--- src/design/ppdm_pkg.sv ---
`timescale 1ns / 1ps

package ppdm_pkg;

    localparam int COUNT_WIDTH = 32;
    localparam int OUT_WIDTH   = 32;
    localparam int CLOCK_WIDTH = 30;
    localparam int DUTY_WIDTH  = 14;

    localparam int DUTY_STEPS  = DUTY_WIDTH;
    localparam int FREQ_STEPS  = CLOCK_WIDTH;
    localparam int STEP_WIDTH  = $clog2(FREQ_STEPS);
    localparam int EXT_WIDTH   = (COUNT_WIDTH > OUT_WIDTH) ? COUNT_WIDTH : OUT_WIDTH;
    localparam int DNUM_WIDTH  = COUNT_WIDTH + DUTY_WIDTH;

    localparam logic [DUTY_WIDTH-1:0]  DUTY_SCALE  = DUTY_WIDTH'(10000);
    localparam logic [CLOCK_WIDTH-1:0] CLOCK_RESET = CLOCK_WIDTH'(24000000);
    localparam logic [OUT_WIDTH-1:0]   OUT_MAX     = {OUT_WIDTH{1'b1}};

    typedef logic [COUNT_WIDTH-1:0] t_count;
    typedef logic [DNUM_WIDTH-1:0]  t_dnum;
    typedef logic [CLOCK_WIDTH-1:0] t_clock;
    typedef logic [DUTY_WIDTH-1:0]  t_duty;
    typedef logic [OUT_WIDTH-1:0]   t_out;
    typedef logic [STEP_WIDTH-1:0]  t_step;

    // commands from the controller to the datapath
    typedef struct packed {
        logic start;        // restart both counters at one
        logic bump_high;
        logic bump_period;
        logic div_load;     // capture finished counts into the divider
        logic div_step;
        logic out_load;     // move divider results to the output register
    } t_dp_cmd;

    typedef struct packed {
        logic div_last;     // the current divider step is the final one
    } t_dp_stat;

endpackage

--- src/design/ppdm_dp.sv ---
`timescale 1ns / 1ps

module ppdm_dp (
    input  logic                  i_clk,
    input  logic                  i_rst_n,
    input  logic                  i_cfg_we,
    input  ppdm_pkg::t_clock      i_cfg_data,
    input  ppdm_pkg::t_dp_cmd     i_cmd,
    output ppdm_pkg::t_dp_stat    o_stat,
    output ppdm_pkg::t_out        o_high_ticks,
    output ppdm_pkg::t_out        o_period_ticks,
    output ppdm_pkg::t_duty       o_duty_hundredths,
    output ppdm_pkg::t_clock      o_frequency_hz,
    output logic                  o_overflow
);
    import ppdm_pkg::*;

    t_clock r_clock_hz, n_clock_hz;

    t_count r_high, n_high;
    t_count r_period, n_period;
    logic   r_sat, n_sat;

    // divider state
    t_step  r_step, n_step;
    t_dnum  r_dnum, n_dnum;
    t_dnum  r_dden, n_dden;
    t_duty  r_dq, n_dq;
    t_count r_p, n_p;
    t_count r_frem, n_frem;
    t_clock r_fnum, n_fnum;
    t_clock r_fq, n_fq;
    t_out   r_h_out, n_h_out;
    t_out   r_p_out, n_p_out;
    logic   r_ovf, n_ovf;

    // output register
    t_out   r_o_high, n_o_high;
    t_out   r_o_period, n_o_period;
    t_duty  r_o_duty, n_o_duty;
    t_clock r_o_freq, n_o_freq;
    logic   r_o_ovf, n_o_ovf;

    logic [EXT_WIDTH-1:0]   high_ext, period_ext;
    logic                   high_over, period_over;
    logic                   high_full, period_full;
    logic [COUNT_WIDTH:0]   f_trial;
    logic                   f_ge;
    logic                   d_ge;
    logic                   duty_active;

    assign high_full   = (r_high == {COUNT_WIDTH{1'b1}});
    assign period_full = (r_period == {COUNT_WIDTH{1'b1}});
    assign high_ext    = EXT_WIDTH'(r_high);
    assign period_ext  = EXT_WIDTH'(r_period);
    assign high_over   = high_ext > EXT_WIDTH'(OUT_MAX);
    assign period_over = period_ext > EXT_WIDTH'(OUT_MAX);

    assign f_trial     = {r_frem, r_fnum[CLOCK_WIDTH-1]};
    assign f_ge        = f_trial >= {1'b0, r_p};
    assign d_ge        = r_dnum >= r_dden;
    assign duty_active = r_step < STEP_WIDTH'(DUTY_STEPS);

    assign o_stat.div_last = (r_step == STEP_WIDTH'(FREQ_STEPS - 1));

    always_comb begin
        n_clock_hz = i_cfg_we ? i_cfg_data : r_clock_hz;

        n_high   = r_high;
        n_period = r_period;
        n_sat    = r_sat;
        if (i_cmd.start) begin
            n_high   = COUNT_WIDTH'(1);
            n_period = COUNT_WIDTH'(1);
            n_sat    = 1'b0;
        end else begin
            if (i_cmd.bump_high) begin
                if (high_full) n_sat = 1'b1;
                else           n_high = r_high + COUNT_WIDTH'(1);
            end
            if (i_cmd.bump_period) begin
                if (period_full) n_sat = 1'b1;
                else             n_period = r_period + COUNT_WIDTH'(1);
            end
        end

        n_step  = r_step;
        n_dnum  = r_dnum;
        n_dden  = r_dden;
        n_dq    = r_dq;
        n_p     = r_p;
        n_frem  = r_frem;
        n_fnum  = r_fnum;
        n_fq    = r_fq;
        n_h_out = r_h_out;
        n_p_out = r_p_out;
        n_ovf   = r_ovf;
        if (i_cmd.div_load) begin
            n_step  = '0;
            n_dnum  = t_dnum'(r_high) * t_dnum'(DUTY_SCALE);
            n_dden  = t_dnum'(r_period) << (DUTY_STEPS - 1);
            n_dq    = '0;
            n_p     = r_period;
            n_frem  = '0;
            n_fnum  = r_clock_hz;
            n_fq    = '0;
            n_h_out = high_over ? OUT_MAX : OUT_WIDTH'(high_ext);
            n_p_out = period_over ? OUT_MAX : OUT_WIDTH'(period_ext);
            n_ovf   = r_sat || high_over || period_over;
        end else if (i_cmd.div_step) begin
            n_step = r_step + STEP_WIDTH'(1);
            // duty: restoring division with a shifting divisor
            if (duty_active) begin
                if (d_ge) n_dnum = r_dnum - r_dden;
                n_dq   = {r_dq[DUTY_WIDTH-2:0], d_ge};
                n_dden = r_dden >> 1;
            end
            // frequency: one quotient bit per step, dividend bits msb first
            n_frem = f_ge ? COUNT_WIDTH'(f_trial - {1'b0, r_p}) : COUNT_WIDTH'(f_trial);
            n_fnum = {r_fnum[CLOCK_WIDTH-2:0], 1'b0};
            n_fq   = {r_fq[CLOCK_WIDTH-2:0], f_ge};
        end

        n_o_high   = r_o_high;
        n_o_period = r_o_period;
        n_o_duty   = r_o_duty;
        n_o_freq   = r_o_freq;
        n_o_ovf    = r_o_ovf;
        if (i_cmd.out_load) begin
            n_o_high   = r_h_out;
            n_o_period = r_p_out;
            n_o_duty   = (r_p == '0) ? '0 : r_dq;
            n_o_freq   = (r_p == '0) ? '0 : r_fq;
            n_o_ovf    = r_ovf;
        end
    end

    always_ff @(posedge i_clk) begin
        if (!i_rst_n) begin
            r_clock_hz <= CLOCK_RESET;
            r_high     <= '0;
            r_period   <= '0;
            r_sat      <= 1'b0;
            r_step     <= '0;
        end else begin
            r_clock_hz <= n_clock_hz;
            r_high     <= n_high;
            r_period   <= n_period;
            r_sat      <= n_sat;
            r_step     <= n_step;
        end
    end

    always_ff @(posedge i_clk) begin
        r_dnum     <= n_dnum;
        r_dden     <= n_dden;
        r_dq       <= n_dq;
        r_p        <= n_p;
        r_frem     <= n_frem;
        r_fnum     <= n_fnum;
        r_fq       <= n_fq;
        r_h_out    <= n_h_out;
        r_p_out    <= n_p_out;
        r_ovf      <= n_ovf;
        r_o_high   <= n_o_high;
        r_o_period <= n_o_period;
        r_o_duty   <= n_o_duty;
        r_o_freq   <= n_o_freq;
        r_o_ovf    <= n_o_ovf;
    end

    assign o_high_ticks      = r_o_high;
    assign o_period_ticks    = r_o_period;
    assign o_duty_hundredths = r_o_duty;
    assign o_frequency_hz    = r_o_freq;
    assign o_overflow        = r_o_ovf;

endmodule

--- src/design/ppdm_ctrl.sv ---
`timescale 1ns / 1ps

module ppdm_ctrl (
    input  logic                  i_clk,
    input  logic                  i_rst_n,
    input  logic                  i_in_valid,
    input  logic                  i_pin_level,
    output logic                  o_in_stall,
    output logic                  o_out_valid,
    input  logic                  i_out_stall,
    output ppdm_pkg::t_dp_cmd     o_cmd,
    input  ppdm_pkg::t_dp_stat    i_stat
);
    import ppdm_pkg::*;

    typedef enum logic [2:0] {
        PH_WAIT = 3'b001,
        PH_HIGH = 3'b010,
        PH_LOW  = 3'b100
    } t_phase;

    typedef enum logic [2:0] {
        DIV_IDLE = 3'b001,
        DIV_RUN  = 3'b010,
        DIV_HOLD = 3'b100
    } t_div;

    t_phase r_phase, n_phase;
    t_div   r_div, n_div;
    logic   r_out_valid, n_out_valid;
    logic   accept;

    // only an item that closes a measurement has to wait for the divider
    assign o_in_stall = (r_phase == PH_LOW) && i_pin_level && (r_div != DIV_IDLE);
    assign accept     = i_in_valid && !o_in_stall;

    always_comb begin
        o_cmd   = '0;
        n_phase = r_phase;
        if (accept) begin
            unique case (r_phase)
                PH_HIGH: begin
                    o_cmd.bump_period = 1'b1;
                    if (i_pin_level) o_cmd.bump_high = 1'b1;
                    else             n_phase = PH_LOW;
                end
                PH_LOW: begin
                    if (i_pin_level) begin
                        o_cmd.div_load = 1'b1;
                        o_cmd.start    = 1'b1;
                        n_phase        = PH_HIGH;
                    end else begin
                        o_cmd.bump_period = 1'b1;
                    end
                end
                default: begin
                    if (i_pin_level) begin
                        o_cmd.start = 1'b1;
                        n_phase     = PH_HIGH;
                    end else begin
                        n_phase = PH_WAIT;
                    end
                end
            endcase
        end

        n_div = r_div;
        unique case (r_div)
            DIV_IDLE: begin
                if (o_cmd.div_load) n_div = DIV_RUN;
            end
            DIV_RUN: begin
                o_cmd.div_step = 1'b1;
                if (i_stat.div_last) n_div = DIV_HOLD;
            end
            DIV_HOLD: begin
                if (!r_out_valid || !i_out_stall) begin
                    o_cmd.out_load = 1'b1;
                    n_div          = DIV_IDLE;
                end
            end
            default: n_div = DIV_IDLE;
        endcase

        if (o_cmd.out_load)   n_out_valid = 1'b1;
        else if (!i_out_stall) n_out_valid = 1'b0;
        else                  n_out_valid = r_out_valid;
    end

    always_ff @(posedge i_clk) begin
        if (!i_rst_n) begin
            r_phase     <= PH_WAIT;
            r_div       <= DIV_IDLE;
            r_out_valid <= 1'b0;
        end else begin
            r_phase     <= n_phase;
            r_div       <= n_div;
            r_out_valid <= n_out_valid;
        end
    end

    assign o_out_valid = r_out_valid;

    a_load_when_idle: assert property (@(posedge i_clk) disable iff (!i_rst_n)
        o_cmd.div_load |-> (r_div == DIV_IDLE))
        else $error("divider loaded while busy");

    a_last_to_hold: assert property (@(posedge i_clk) disable iff (!i_rst_n)
        (r_div == DIV_RUN) && i_stat.div_last |=> (r_div == DIV_HOLD))
        else $error("divider did not finish after last step");

    a_no_overwrite: assert property (@(posedge i_clk) disable iff (!i_rst_n)
        o_cmd.out_load |-> (!r_out_valid || !i_out_stall))
        else $error("output register overwritten while stalled");

    a_load_starts: assert property (@(posedge i_clk) disable iff (!i_rst_n)
        o_cmd.div_load |-> o_cmd.start && (r_phase == PH_LOW))
        else $error("capture without restart of the counters");

endmodule

--- src/design/pwm_period_duty_meter.sv ---
`timescale 1ns / 1ps

// pwm input capture: period, high time, duty cycle and frequency of a pulse pin
//
// input channel: one item per clock tick, i_pin_level is the sampled pin level;
//   an item is taken when i_in_valid is high and o_in_stall is low
// output channel: one item per measured period (rising edge to rising edge),
//   held in an output register while i_out_stall is high
// configuration: i_cfg_we writes i_cfg_data into clock_hz (reset 24000000)
//
// after reset the meter waits for a high sample, then counts the high part and
// the low part; the sample carrying the next rising edge closes the measurement
// and is also the first tick of the next one
// result path: the closing item is captured at the accepting edge, the 30 divider
//   steps run, then the result moves into the output register once that register
//   is free (not holding an item while i_out_stall is high)
// throughput: one pin sample per cycle; the 30-step shared divider runs beside the
//   counters, so o_in_stall rises only for a closing item that arrives while the
//   previous result is still dividing or waiting behind a stalled receiver
// a receiver stall holds the output item; the counters keep running meanwhile
// counters saturate at all ones and flag overflow in the result
module pwm_period_duty_meter (
    input  logic                  i_clk,
    input  logic                  i_rst_n,
    input  logic                  i_cfg_we,
    input  ppdm_pkg::t_clock      i_cfg_data,
    input  logic                  i_in_valid,
    output logic                  o_in_stall,
    input  logic                  i_pin_level,
    output logic                  o_out_valid,
    input  logic                  i_out_stall,
    output ppdm_pkg::t_out        o_high_ticks,
    output ppdm_pkg::t_out        o_period_ticks,
    output ppdm_pkg::t_duty       o_duty_hundredths,
    output ppdm_pkg::t_clock      o_frequency_hz,
    output logic                  o_overflow
);
    import ppdm_pkg::*;

    t_dp_cmd  cmd;
    t_dp_stat stat;

    // phase tracking, divider sequencing and output handshake
    ppdm_ctrl u_ctrl (
        .i_clk       (i_clk),
        .i_rst_n     (i_rst_n),
        .i_in_valid  (i_in_valid),
        .i_pin_level (i_pin_level),
        .o_in_stall  (o_in_stall),
        .o_out_valid (o_out_valid),
        .i_out_stall (i_out_stall),
        .o_cmd       (cmd),
        .i_stat      (stat)
    );

    // counters, clock_hz register, duty and frequency divider, output register
    ppdm_dp u_dp (
        .i_clk             (i_clk),
        .i_rst_n           (i_rst_n),
        .i_cfg_we          (i_cfg_we),
        .i_cfg_data        (i_cfg_data),
        .i_cmd             (cmd),
        .o_stat            (stat),
        .o_high_ticks      (o_high_ticks),
        .o_period_ticks    (o_period_ticks),
        .o_duty_hundredths (o_duty_hundredths),
        .o_frequency_hz    (o_frequency_hz),
        .o_overflow        (o_overflow)
    );

endmodule

--- config.mk ---
export PLATFORM = sky130hd
export DESIGN_NAME = pwm_period_duty_meter
export DESIGN_NICKNAME = d
export VERILOG_FILES = /design/src/design/ppdm_pkg.sv /design/src/design/ppdm_dp.sv /design/src/design/ppdm_ctrl.sv /design/src/design/pwm_period_duty_meter.sv
export SDC_FILE = /design/constraint.sdc
export NUM_CORES = 1
export LEC_CHECK = 0
export BUFFER_PORTS_ARGS = -buffer_cell sky130_fd_sc_hd__buf_2
export CAP_MARGIN = 30
export CORE_MARGIN = 3
export CORE_UTILIZATION = 40
export CTS_CLUSTER_SIZE = 40
export DETAILED_ROUTE_END_ITERATION = 16
export SLEW_MARGIN = 20
export SYNTH_ARGS = -nofsm -noshare
export SYNTH_HDL_FRONTEND = slang
export SYNTH_SLANG_ARGS = --single-unit
--- constraint.sdc ---
create_clock -name i_clk -period 9.1 [get_ports i_clk]
set_clock_uncertainty 0.05 [all_clocks]
set_input_delay 0 -clock i_clk [delete_from_list [all_inputs] [get_ports i_clk]]
set_output_delay 0 -clock i_clk [all_outputs]
set_load 0.05 [all_outputs]
## After elaboration in Yosys (flattened, before gate mapping)

Index checks and enable logic that the tools add are counted.

- Register bits after elaboration: 510
- Output and inout bits: 111
- Bits of input ports: 36
- Logic and storage cells: 125

- Multipliers: 1
- $lt $le $gt $ge: 5
- Add/sub/neg operators: 5
- Bitwise operators: 3
- Equal/unequal tests: 17
- Reductions and logical operators: 27
- Muxes and demuxes: 40

Operator list:

| cell | number |
|---|---|
| 46-bit two-way mux | 4 |
| 45-bit two-way mux | 3 |
| 32-bit by 1-bit adder with 32-bit output (second input constant) | 2 |
| 32-bit == test (second input constant) | 2 |
| 32-bit > comparator (second input constant) | 2 |
| 30-bit two-way mux | 2 |
| 46-bit by 45-bit greater-or-equal comparator with 1-bit output | 1 |
| 46-bit by 45-bit subtractor with 46-bit output | 1 |
| 32-bit by 10-bit multiplier with 42-bit output (second input constant) | 1 |
| 33-bit by 32-bit greater-or-equal comparator with 1-bit output | 1 |
| 32-bit logical NOT | 1 |
| 32-bit two-way mux | 1 |
| 32-bit subtractor | 1 |
| 1-bit two-way mux | 20 |
| 3-bit two-way mux | 5 |
| 2-bit != test (second input constant) | 6 |
| 2-bit AND reduction | 6 |
| 3-bit AND reduction | 4 |
| 2-bit nonzero test | 5 |
| 3-bit case mux with 3 select lines | 1 |
| 3-bit by 2-bit == test with 1-bit output (second input constant) | 2 |
| 3-bit == test (second input constant) | 2 |
| 3-bit case mux with 2 select lines | 1 |
| 5-bit by 1-bit adder with 5-bit output (second input constant) | 1 |
| other kinds (13) | 23 |

## Logic depth before layout (Yosys ltp)

Gate-level depths: netlist of run 1.

- Depth after elaboration: 9
- Depth in mapped cells: 22
- Gate-level depth less buffers: 22

## Hierarchy

From an unflattened synthesis of run 1, not the netlist that was laid out.

- Cells, all modules: 2,663
- Area total of the unflattened synthesis: 27,795.4 um^2

By module, submodules not included:

| module | cells an instance | area an instance (um^2) | sequential area each (um^2) | instances |
|---|---|---|---|---|
| ppdm_dp | 2,615 | 27,378.8 | 12,211.7 | 1 |
| ppdm_ctrl | 48 | 416.6 | 140.1 | 1 |

## Least setup slack after synthesis of run 1

OpenSTA, ideal clock, no wires.

- Kind: reg2reg
- Start point: reg u_ctrl.r_div[0]
- End point: reg u_dp.r_o_duty[0], in the netlist u_dp.o_duty_hundredths[0] (enable)
- Required time: 8,437 ps
- Buffers on the path: 1
- Stages on the path, launching flop included: 4
- Arrival time: 6,200 ps
- Clock period less this slack: 6,863 ps
- Path slack: 2,237 ps
- Setup time: 613 ps
- Cells stage by stage: dfxtp_1 > clkbuf_1 > or3b_2 > a21oi_1

RTL lines:

| item | line | RTL |
|---|---|---|
| start: declaration | ppdm_ctrl.sv:29 | `t_div r_div, n_div;` |
| start signal: assignment | ppdm_ctrl.sv:97 | `r_div <= n_div;` |
| end signal: assignment | ppdm_dp.sv:167 | `r_o_duty <= n_o_duty;` |
| end: declaration | ppdm_dp.sv:40 | `t_duty r_o_duty, n_o_duty;` |

## Final worst setup path of run 1

- Start point: reg u_dp.r_high[9], in the netlist u_dp.high_ext[9]
- End point: reg u_dp.r_dnum[42], data pin

- Word-level cells in the longest chain between the ends: 2

Ends and longest elaborated chain:

| item | line | RTL |
|---|---|---|
| start: declaration | ppdm_dp.sv:20 | `t_count r_high, n_high;` |
| start signal: assignment | ppdm_dp.sv:147 | `r_high <= n_high;` |
| 32-bit by 10-bit multiplier with 42-bit output | ppdm_dp.sv:100 | `n_dnum = t_dnum'(r_high) * t_dnum'(DUTY_SCALE);` |
| 46-bit two-way mux | ppdm_dp.sv:98 | `if (i_cmd.div_load) begin` |
| named net u_dp.n_dnum[42] | ppdm_dp.sv:26 | `t_dnum r_dnum, n_dnum;` |
| end signal: assignment | ppdm_dp.sv:155 | `r_dnum <= n_dnum;` |
| end: declaration | ppdm_dp.sv:26 |  |

The timed path passes the listed nets, and every way through them passes these cells.
A chain may end at the register's enable or synchronous reset.

==> impl_metrics.tcl, run 1 <==
set metrics [dict create \
    status "complete, no violations" \
    max_slew_margin_pct 37.8 \
    grt_use_total_pct 17.6 \
    min_path_type "input pin to flip-flop" \
    swShare_pct 22.6 \
    drc 0 \
    row_count 95 \
    synth_seq_cells 478 \
    worstPathRequired_ns 9.36 \
    globalRouteOverflowTotal 0 \
    place_congestion 0.865 \
    dp_hpwl_um 45700 \
    pwr-share-clk_pct 45.7 \
    syn_nets 3094 \
    fin_hold_ws_ns 0.349 \
    clock.fmax_ghz 0.160 \
    ant_nets 0 \
    cts_tree "done" \
    num_vias 19817 \
    synth.distinct_cells 77 \
    worst_pin_slew_ns 0.933 \
    slew_violations 0 \
    register_area_um2 12400 \
    die_w_um 269 \
    holdCritStartpoint "i_out_stall" \
    yosys.area.top_type "edfxtp_1" \
    cp-start-kind "flip-flop" \
    worstPathArrival_ns 6.50 \
    h-tree-depth 2 \
    hold_violations 0 \
    io_pins 147 \
    initial_core_util_pct 40.8 \
    antenna_found_initial 0 \
    p_comb_share_pct 5.9 \
    cap_violations 0 \
    seqPwrFrac_pct 48.4 \
    ir_drop_v 0.000117 \
    drive_gt1_share_pct 9.47 \
    fin_crit_ns 6.24 \
    fp.dieH_um 269 \
    yosys_warnings 0 \
    grt_max_degree 97 \
    synthFlopType "edfxtp_1" \
    worstHoldPathCells 5 \
    syn_inst 2746 \
    avgSynthCellArea_um2 10.1 \
    synth-edff-count 278 \
    path_cells "inv_1 > fa_1 > inv_1 > ha_1 > fa_1 > ha_1 > inv_1 > fa_1 > inv_1 > ha_1 > a21o_1 > a2111oi_0 > nor3b_1 > o31ai_2 > a31oi_1 > o211ai_1 > a21boi_0 > o21bai_1 > xnor2_1 > o22ai_1" \
    whs_endpoint "u_ctrl.r_div[0]" \
    critPathMaxStageDelay_ns 0.56 \
    final.setup.tns_ns 0 \
    cts_resized 0 \
    port_buffers 146 \
    clk_latency_ns 0.63 \
    rsz0062_at_grt "false" \
    viasPerCell 5.13 \
    setup_viol 0 \
    synth.top_cell.area_share_pct 30.2 \
    path_depth 20 \
    power.internal_uw 3730 \
    drt_wl_total_um 63700 \
    multi_input_area_um2 13800 \
    critPathCaptureType "flip-flop" \
    ys_seq_area_share_pct 44.7 \
    fin_crit_sh_pct 68.5 \
    drtPass1Iterations 5 \
    reg2reg_depth 20 \
    postSynth.asyncResetShare_pct 0 \
    grt_pass1_vias 19865 \
    syn_to_final_growth_pct 15.2 \
    grt_first_pass_wirelength_um 103000 \
    detail_route.iter0.violations 1009 \
    power_density_nw_per_um2 151 \
    nNetsFinal 3290 \
    cts-root-buf "clkbuf_16" \
    critPathMostFrequentCell "inv_1" \
    routedWlPerCell_um 16.5 \
    nFillCells 6306 \
    clockBufferDepth 3 \
    p_sw_uw 1090 \
    netlist_area_um2 27600 \
    core_area_um2 67800 \
    path_delay_family "adder cells" \
    rr_startpoint "u_dp.high_ext[9]" \
    die_area_um2 72300 \
    cp_slowest_cell "fa_1" \
    cts_sinks 478 \
    clk_pin_slew_ns 0.06 \
    crit_buf_inv 4 \
    cts_buffers 54 \
    ff2ff_setup_slack_ns 2.86 \
    antenna_cells 0 \
    cp_max_fo 6 \
    rr_endpoint "u_dp.r_dnum[42]" \
    ys_top_cells_by_area "edfxtp_1 (30%), dfxtp_1 (14%), ha_1 (10%), fa_1 (6.2%), nand2_1 (4.4%)" \
    p_leak_uw 0.0142 \
    crit_type "flip-flop to flip-flop" \
]
[what timing repair did]
item                      CTS  global route
setup buffers               0             0
hold endpoints to repair   65             0
hold buffers               71             0
[how the worst max path moves through the flow]
| stage | start | to | slack (ns) |
|---|---|---|---|
| global placement | u_dp.high_ext[9] | u_dp.r_dnum[42] | 3.09 |
| global route | u_dp.high_ext[9] | u_dp.r_dnum[42] | 2.47 |
| finish | u_dp.high_ext[9] | u_dp.r_dnum[42] | 2.86 |
| detailed placement | u_dp.high_ext[5] | u_dp.r_dnum[42] | 2.91 |
| CTS | u_dp.high_ext[5] | u_dp.r_dnum[42] | 2.86 |
| floorplan | u_ctrl.r_div[0] | u_dp.o_duty_hundredths[0] | 2.24 |
[cells in the final DEF (no fill, tap or decap), drive strengths merged, types with 78 or more instances in the layout]
cell,Yosys,layout
a21oi,153,153
buf,20,163
dfxtp,200,200
edfxtp,278,278
fa,85,85
ha,227,227
inv,320,320
nand2,325,325
nor2,136,136
nor2b,78,78
o21ai,162,162
xnor2,94,94
[power by group through the flow]
stage	logic (uW)	clock network (uW)	registers (uW)
2_1_floorplan	204	0	2370
3_3_place_gp	248	0	2380
3_5_place_dp	255	0	2380
4_1_cts	282	2270	2330
5_1_grt	320	2350	2340
6_report	284	2200	2330
[logic make-up after synthesis]
kind of cell             Yosys count  synth area share [%]
adder cells (fa/ha/maj)          312                  16.4
AND/OR/NAND/NOR                  753                  12.8
XOR/XNOR                         154                  4.88
AO/OA/AOI/OAI                    585                  13.6
multiplexers                      50                  1.82
flip-flops                       478                  44.7
buffers and inverters            414                  5.78
[area by class of cell]
| cell class | count | share of cell area [%] |
|---|---|---|
| inverter | 320 | 3.79 |
| tap | 873 | 3.43 |
| clock inverter | 30 | 1.14 |
| timing repair buffer | 234 | 4.99 |
| clock buffer | 71 | 4.60 |
| multi-input combinational | 1854 | 43.2 |
| sequential | 478 | 38.8 |
[worst min-delay path: cells and delay by family]
| family | cells | cell delay (ns) |
|---|---|---|
| buffers and inverters | 2 | 0.71 |
| AO/OA/AOI/OAI | 2 | 0.18 |
| AND/OR/NAND/NOR | 1 | 0.09 |
[state kept, by name (all words and copies together) (netlist names), 5 cells and up]
signal                  flops
u_dp.r_dq                  14
u_dp.r_clock_hz            30
u_dp.o_period_ticks        32
u_dp.r_h_out               32
u_dp.high_ext              32
u_dp.r_step                 5
u_dp.o_high_ticks          32
u_dp.r_fnum                30
u_dp.r_dden                45
u_dp.period_ext            32
u_dp.r_dnum                46
u_dp.o_duty_hundredths     14
u_dp.r_p_out               32
u_dp.r_fq                  30
u_dp.o_frequency_hz        30
u_dp.r_frem                32
[cells in the mapped netlist (10+ instances only)]
library cell	instances
nand2_1	325
inv_1	320
edfxtp_1	278
ha_1	227
dfxtp_1	200
a21oi_1	152
o21ai_0	151
nor2_1	135
xnor2_1	94
fa_1	85
nor2b_1	78
clkbuf_1	74
xor2_1	60
a21o_1	56
mux2i_1	49
nand3_1	48
o22ai_1	35
a22o_1	33
nand4_1	29
nand2b_1	22
and3_1	20
and2_1	18
o21a_1	17
o31ai_1	16
or3_1	16
nor4_1	15
a31oi_1	14
nor3_1	14
o21bai_1	14
a21boi_0	12
o21ai_1	10
[stage by stage]
| step | setup slack [ns] | util, % | instance area, um2 | cells | power, uW |
|---|---|---|---|---|---|
| 2_1_floorplan | 2.24 | - | 27600 | 2746 | 2570 |
| 3_5_place_dp | 2.91 | 43.2 | 29300 | 3688 | 2630 |
| 5_1_grt | 2.47 | 47.0 | 31800 | 3860 | 5010 |
| 6_report | 2.86 | 47.0 | 31800 | 3860 | 4820 |
| 4_1_cts | 2.86 | 47.0 | 31800 | 3860 | 4880 |
| 3_3_place_gp | 3.09 | 43.2 | 29300 | 3687 | 2630 |
[routing by layer]
layer | up-vias | share of wire (%) | global-route usage, %
met3 | 98 | 4.0 | 2.36
met1 | 9428 | 46 | 23.6
met5 | - | 0 | 0
met4 | 0 | 2.4 | 4.97
li1 | 9918 | - | -
met2 | 373 | 47 | 29.7
Power figures use the tool's default switching activity.
==> run 2: changes to the inputs <==
--- a/config.mk
+++ b/config.mk
@@ -5,6 +5,7 @@
 export SDC_FILE = /design/constraint.sdc
 export NUM_CORES = 1
 export LEC_CHECK = 0
+export ABC_AREA = 1
 export BUFFER_PORTS_ARGS = -buffer_cell sky130_fd_sc_hd__buf_2
 export CAP_MARGIN = 30
 export CORE_MARGIN = 3
==> constraint.sdc (replaced) <==
create_clock -name i_clk -period 6.06 [get_ports i_clk]
set_clock_uncertainty 0.05 [all_clocks]
set_input_delay 0 -clock i_clk [delete_from_list [all_inputs] [get_ports i_clk]]
set_output_delay 0 -clock i_clk [all_outputs]
set_load 0.05 [all_outputs]
==> run 2 against run 1 <==
  * Die area grew 10%
  * Clock power grew 61%
  * Non-clock buffer count grew 8
  * Sequential share of layout area shrank 3.5 points
  * Register-to-register slack lost 2.0 ns
  * Final cell count grew 33%
  * Clock-buffer cell count shrank 3
  * Critical path depth grew 1
  * Power grew 58%
  * Final area grew 9.9%
  * Largest cell class unchanged
  * Largest power group unchanged
==> impl_metrics.tcl, run 2 <==
set metrics [dict create \
    register_area_um2 12400 \
    synth.top_cell.area_share_pct 27.4 \
    endpoint "u_dp.r_dnum[43]" \
    final.setup.tns_ns 0 \
    grt_first_pass_wirelength_um 141000 \
    p_leak_uw 0.0173 \
    rsz0062_at_grt "false" \
    cts_resized 0 \
    globalRouteOverflowTotal 0 \
    drtPass1Iterations 8 \
    yosys.area.top_type "edfxtp_1" \
    synth_common_cells "nand2_1 (1050), inv_1 (712), nor2_1 (337), edfxtp_1 (278), ha_1 (227)" \
    critPathCaptureType "flip-flop" \
    rr_startpoint "u_dp.high_ext[18]" \
    avgSynthCellArea_um2 7.86 \
    die_area_um2 79600 \
    clk_pin_slew_ns 0.06 \
    initial_core_util_pct 40.7 \
    viasPerCell 5.04 \
    clockBufferDepth 3 \
    hold_violations 0 \
    cp-start-kind "flip-flop" \
    synth_seq_cells 478 \
    synthMostInstantiatedCell "nand2_1" \
    multi_input_area_um2 15100 \
    drt_wl_total_um 90200 \
    syn_to_final_growth_pct 14.7 \
    routedWlPerCell_um 17.6 \
    ys_seq_area_share_pct 40.5 \
    cts_buffers 55 \
    postSynth.asyncResetShare_pct 0 \
    worst_pin_slew_ns 0.866 \
    clk_latency_ns 0.65 \
    ant_nets 0 \
    mostFrequentLayoutCells "nand2_1 (1048), inv_1 (711), nor2_1 (337), edfxtp_1 (278), ha_1 (227)" \
    syn_inst 3879 \
    min_path_type "input pin to flip-flop" \
    grt_pass1_vias 25247 \
    netlist_area_um2 30500 \
    h-tree-depth 2 \
    status "complete, no violations" \
    reg2reg_depth 21 \
    slew_violations 0 \
    cts_setup_buffers 0 \
    max_slew_margin_pct 42.1 \
    core_area_um2 74900 \
    fin_crit_ns 5.19 \
    synth-edff-count 278 \
    worstPathArrival_ns 5.52 \
    cp_max_fo 7 \
    cap_violations 0 \
    worstPathRequired_ns 6.39 \
    syn_nets 4227 \
    grt_max_degree 61 \
    row_count 100 \
    die_w_um 282 \
    synthFlopType "edfxtp_1" \
    layout_commonest_cell "nand2_1" \
    largest_reg_flops 46 \
    port_buffers 146 \
    ff2ff_setup_slack_ns 0.87 \
    ir_drop_v 0.000221 \
    reg_top3 "u_dp.r_dnum (46), u_dp.r_dden (45)" \
    nNetsFinal 4449 \
    setup_viol 0 \
    startpoint "u_dp.high_ext[18]" \
    rr_endpoint "u_dp.r_dnum[43]" \
    worstHoldPathCells 3 \
    detail_route.iter0.violations 2061 \
    largest_register "u_dp.r_dnum" \
    antenna_found_initial 0 \
    fp.dieH_um 282 \
    clock.fmax_ghz 0.193 \
    drive_gt1_share_pct 7.21 \
    yosys_warnings 0 \
    cts_sinks 478 \
    dp_hpwl_um 69600 \
    synth.distinct_cells 42 \
    io_pins 147 \
    cts_tree "done" \
    num_vias 25804 \
    grt_use_total_pct 22.7 \
    crit_type "flip-flop to flip-flop" \
    final_core_utilization_pct 46.7 \
    ys_top_cells_by_area "edfxtp_1 (27%), dfxtp_1 (13%), nand2_1 (13%), ha_1 (9.3%), inv_1 (8.8%)" \
    place_congestion 0.964 \
    power_density_nw_per_um2 218 \
    nFillCells 7488 \
    drc 0 \
    fin_crit_sh_pct 85.7 \
    cts-root-buf "clkbuf_16" \
]
==> run 2: per-layer routing <==
layer / global-route usage (%) / up-vias / routed length (um)
li1: - / 12911 / -
met1: 30.6 / 11979 / 40300
met2: 36.8 / 711 / 40600
met3: 3.43 / 203 / 5460
met4: 9.24 / 0 / 3890
met5: 0 / - / 0
==> run 2: cells by family after synthesis <==
logic type / count (synthesis) / share of synthesized area (%)
AOI/OAI and AO/OA: 438 / 7.83
xor gates and xnor gates: 83 / 2.38
adders and majority gates: 312 / 14.9
buffers and inverters: 796 / 10.1
DFF: 478 / 40.5
and+or+nand+nor: 1772 / 24.3
==> run 2: final cells by class <==
class / count / share of cell area, %
multi-input cells: 2605 / 43.1
flip-flops and latches: 478 / 35.3
inverters: 719 / 7.71
repair buffers: 242 / 4.75
clock buffers: 68 / 4.22
well taps: 969 / 3.47
clock inverters: 36 / 1.39
diodes: 2 / 0.0143
==> run 2: power by group <==
group          switching [uW]  internal [uW]
Sequential               39.7           3510
Combinational             363            173
Clock                    1450           2100
Total                    1860           5780
==> run 2: worst min-delay path by stage <==
stage / startpoint / to / slack [ns]
3_5_place_dp: i_cfg_data[17] / u_dp.r_clock_hz[17] / 0.17
3_3_place_gp: i_cfg_data[17] / u_dp.r_clock_hz[17] / 0.17
2_1_floorplan: i_cfg_data[10] / u_dp.r_clock_hz[10] / 0.08
5_1_grt: i_cfg_we / u_dp.r_clock_hz[0] / 0.21
4_1_cts: i_out_stall / u_ctrl.o_out_valid / 0.16
6_report: i_cfg_we / u_dp.r_clock_hz[0] / 0.18
==> run 2: what timing repair did <==
action / in CTS / in global routing
hold buffers: 76 / 0
endpoints found under the setup margin: 0 / 0
endpoints found under the hold margin: 44 / 0
==> run 2: critical path, stage by stage, from the launching register on <==
cell     delay [ns]
dfxtp_1        0.52
inv_1          0.23
fa_1           0.52
inv_1          0.04
ha_1           0.29
fa_1           0.48
ha_1           0.29
inv_1          0.05
fa_1           0.49
inv_1          0.04
ha_1           0.36
nand2_1        0.13
nor2_1         0.33
nand2_1        0.16
nor3_1         0.16
nand2_1        0.11
nand3_1        0.26
nand2_1        0.15
nand2_1        0.08
nand2_1        0.05
nand3_1        0.10
o21ai_1        0.08
==> run 2: per-stage QoR <==
stage	power [uW]	hold WS [ns]	std cells	setup WS [ns]	cell area (um2)
finish	7630	0.179	5119	0.867	35000
detailed placement	4100	0.171	4936	0.901	32200
floorplan	3980	0.0763	3879	1.74	30500
global route	7910	0.208	5117	0.629	35000
global placement	4100	0.170	4935	0.920	32200
CTS	7720	0.162	5116	0.949	35000
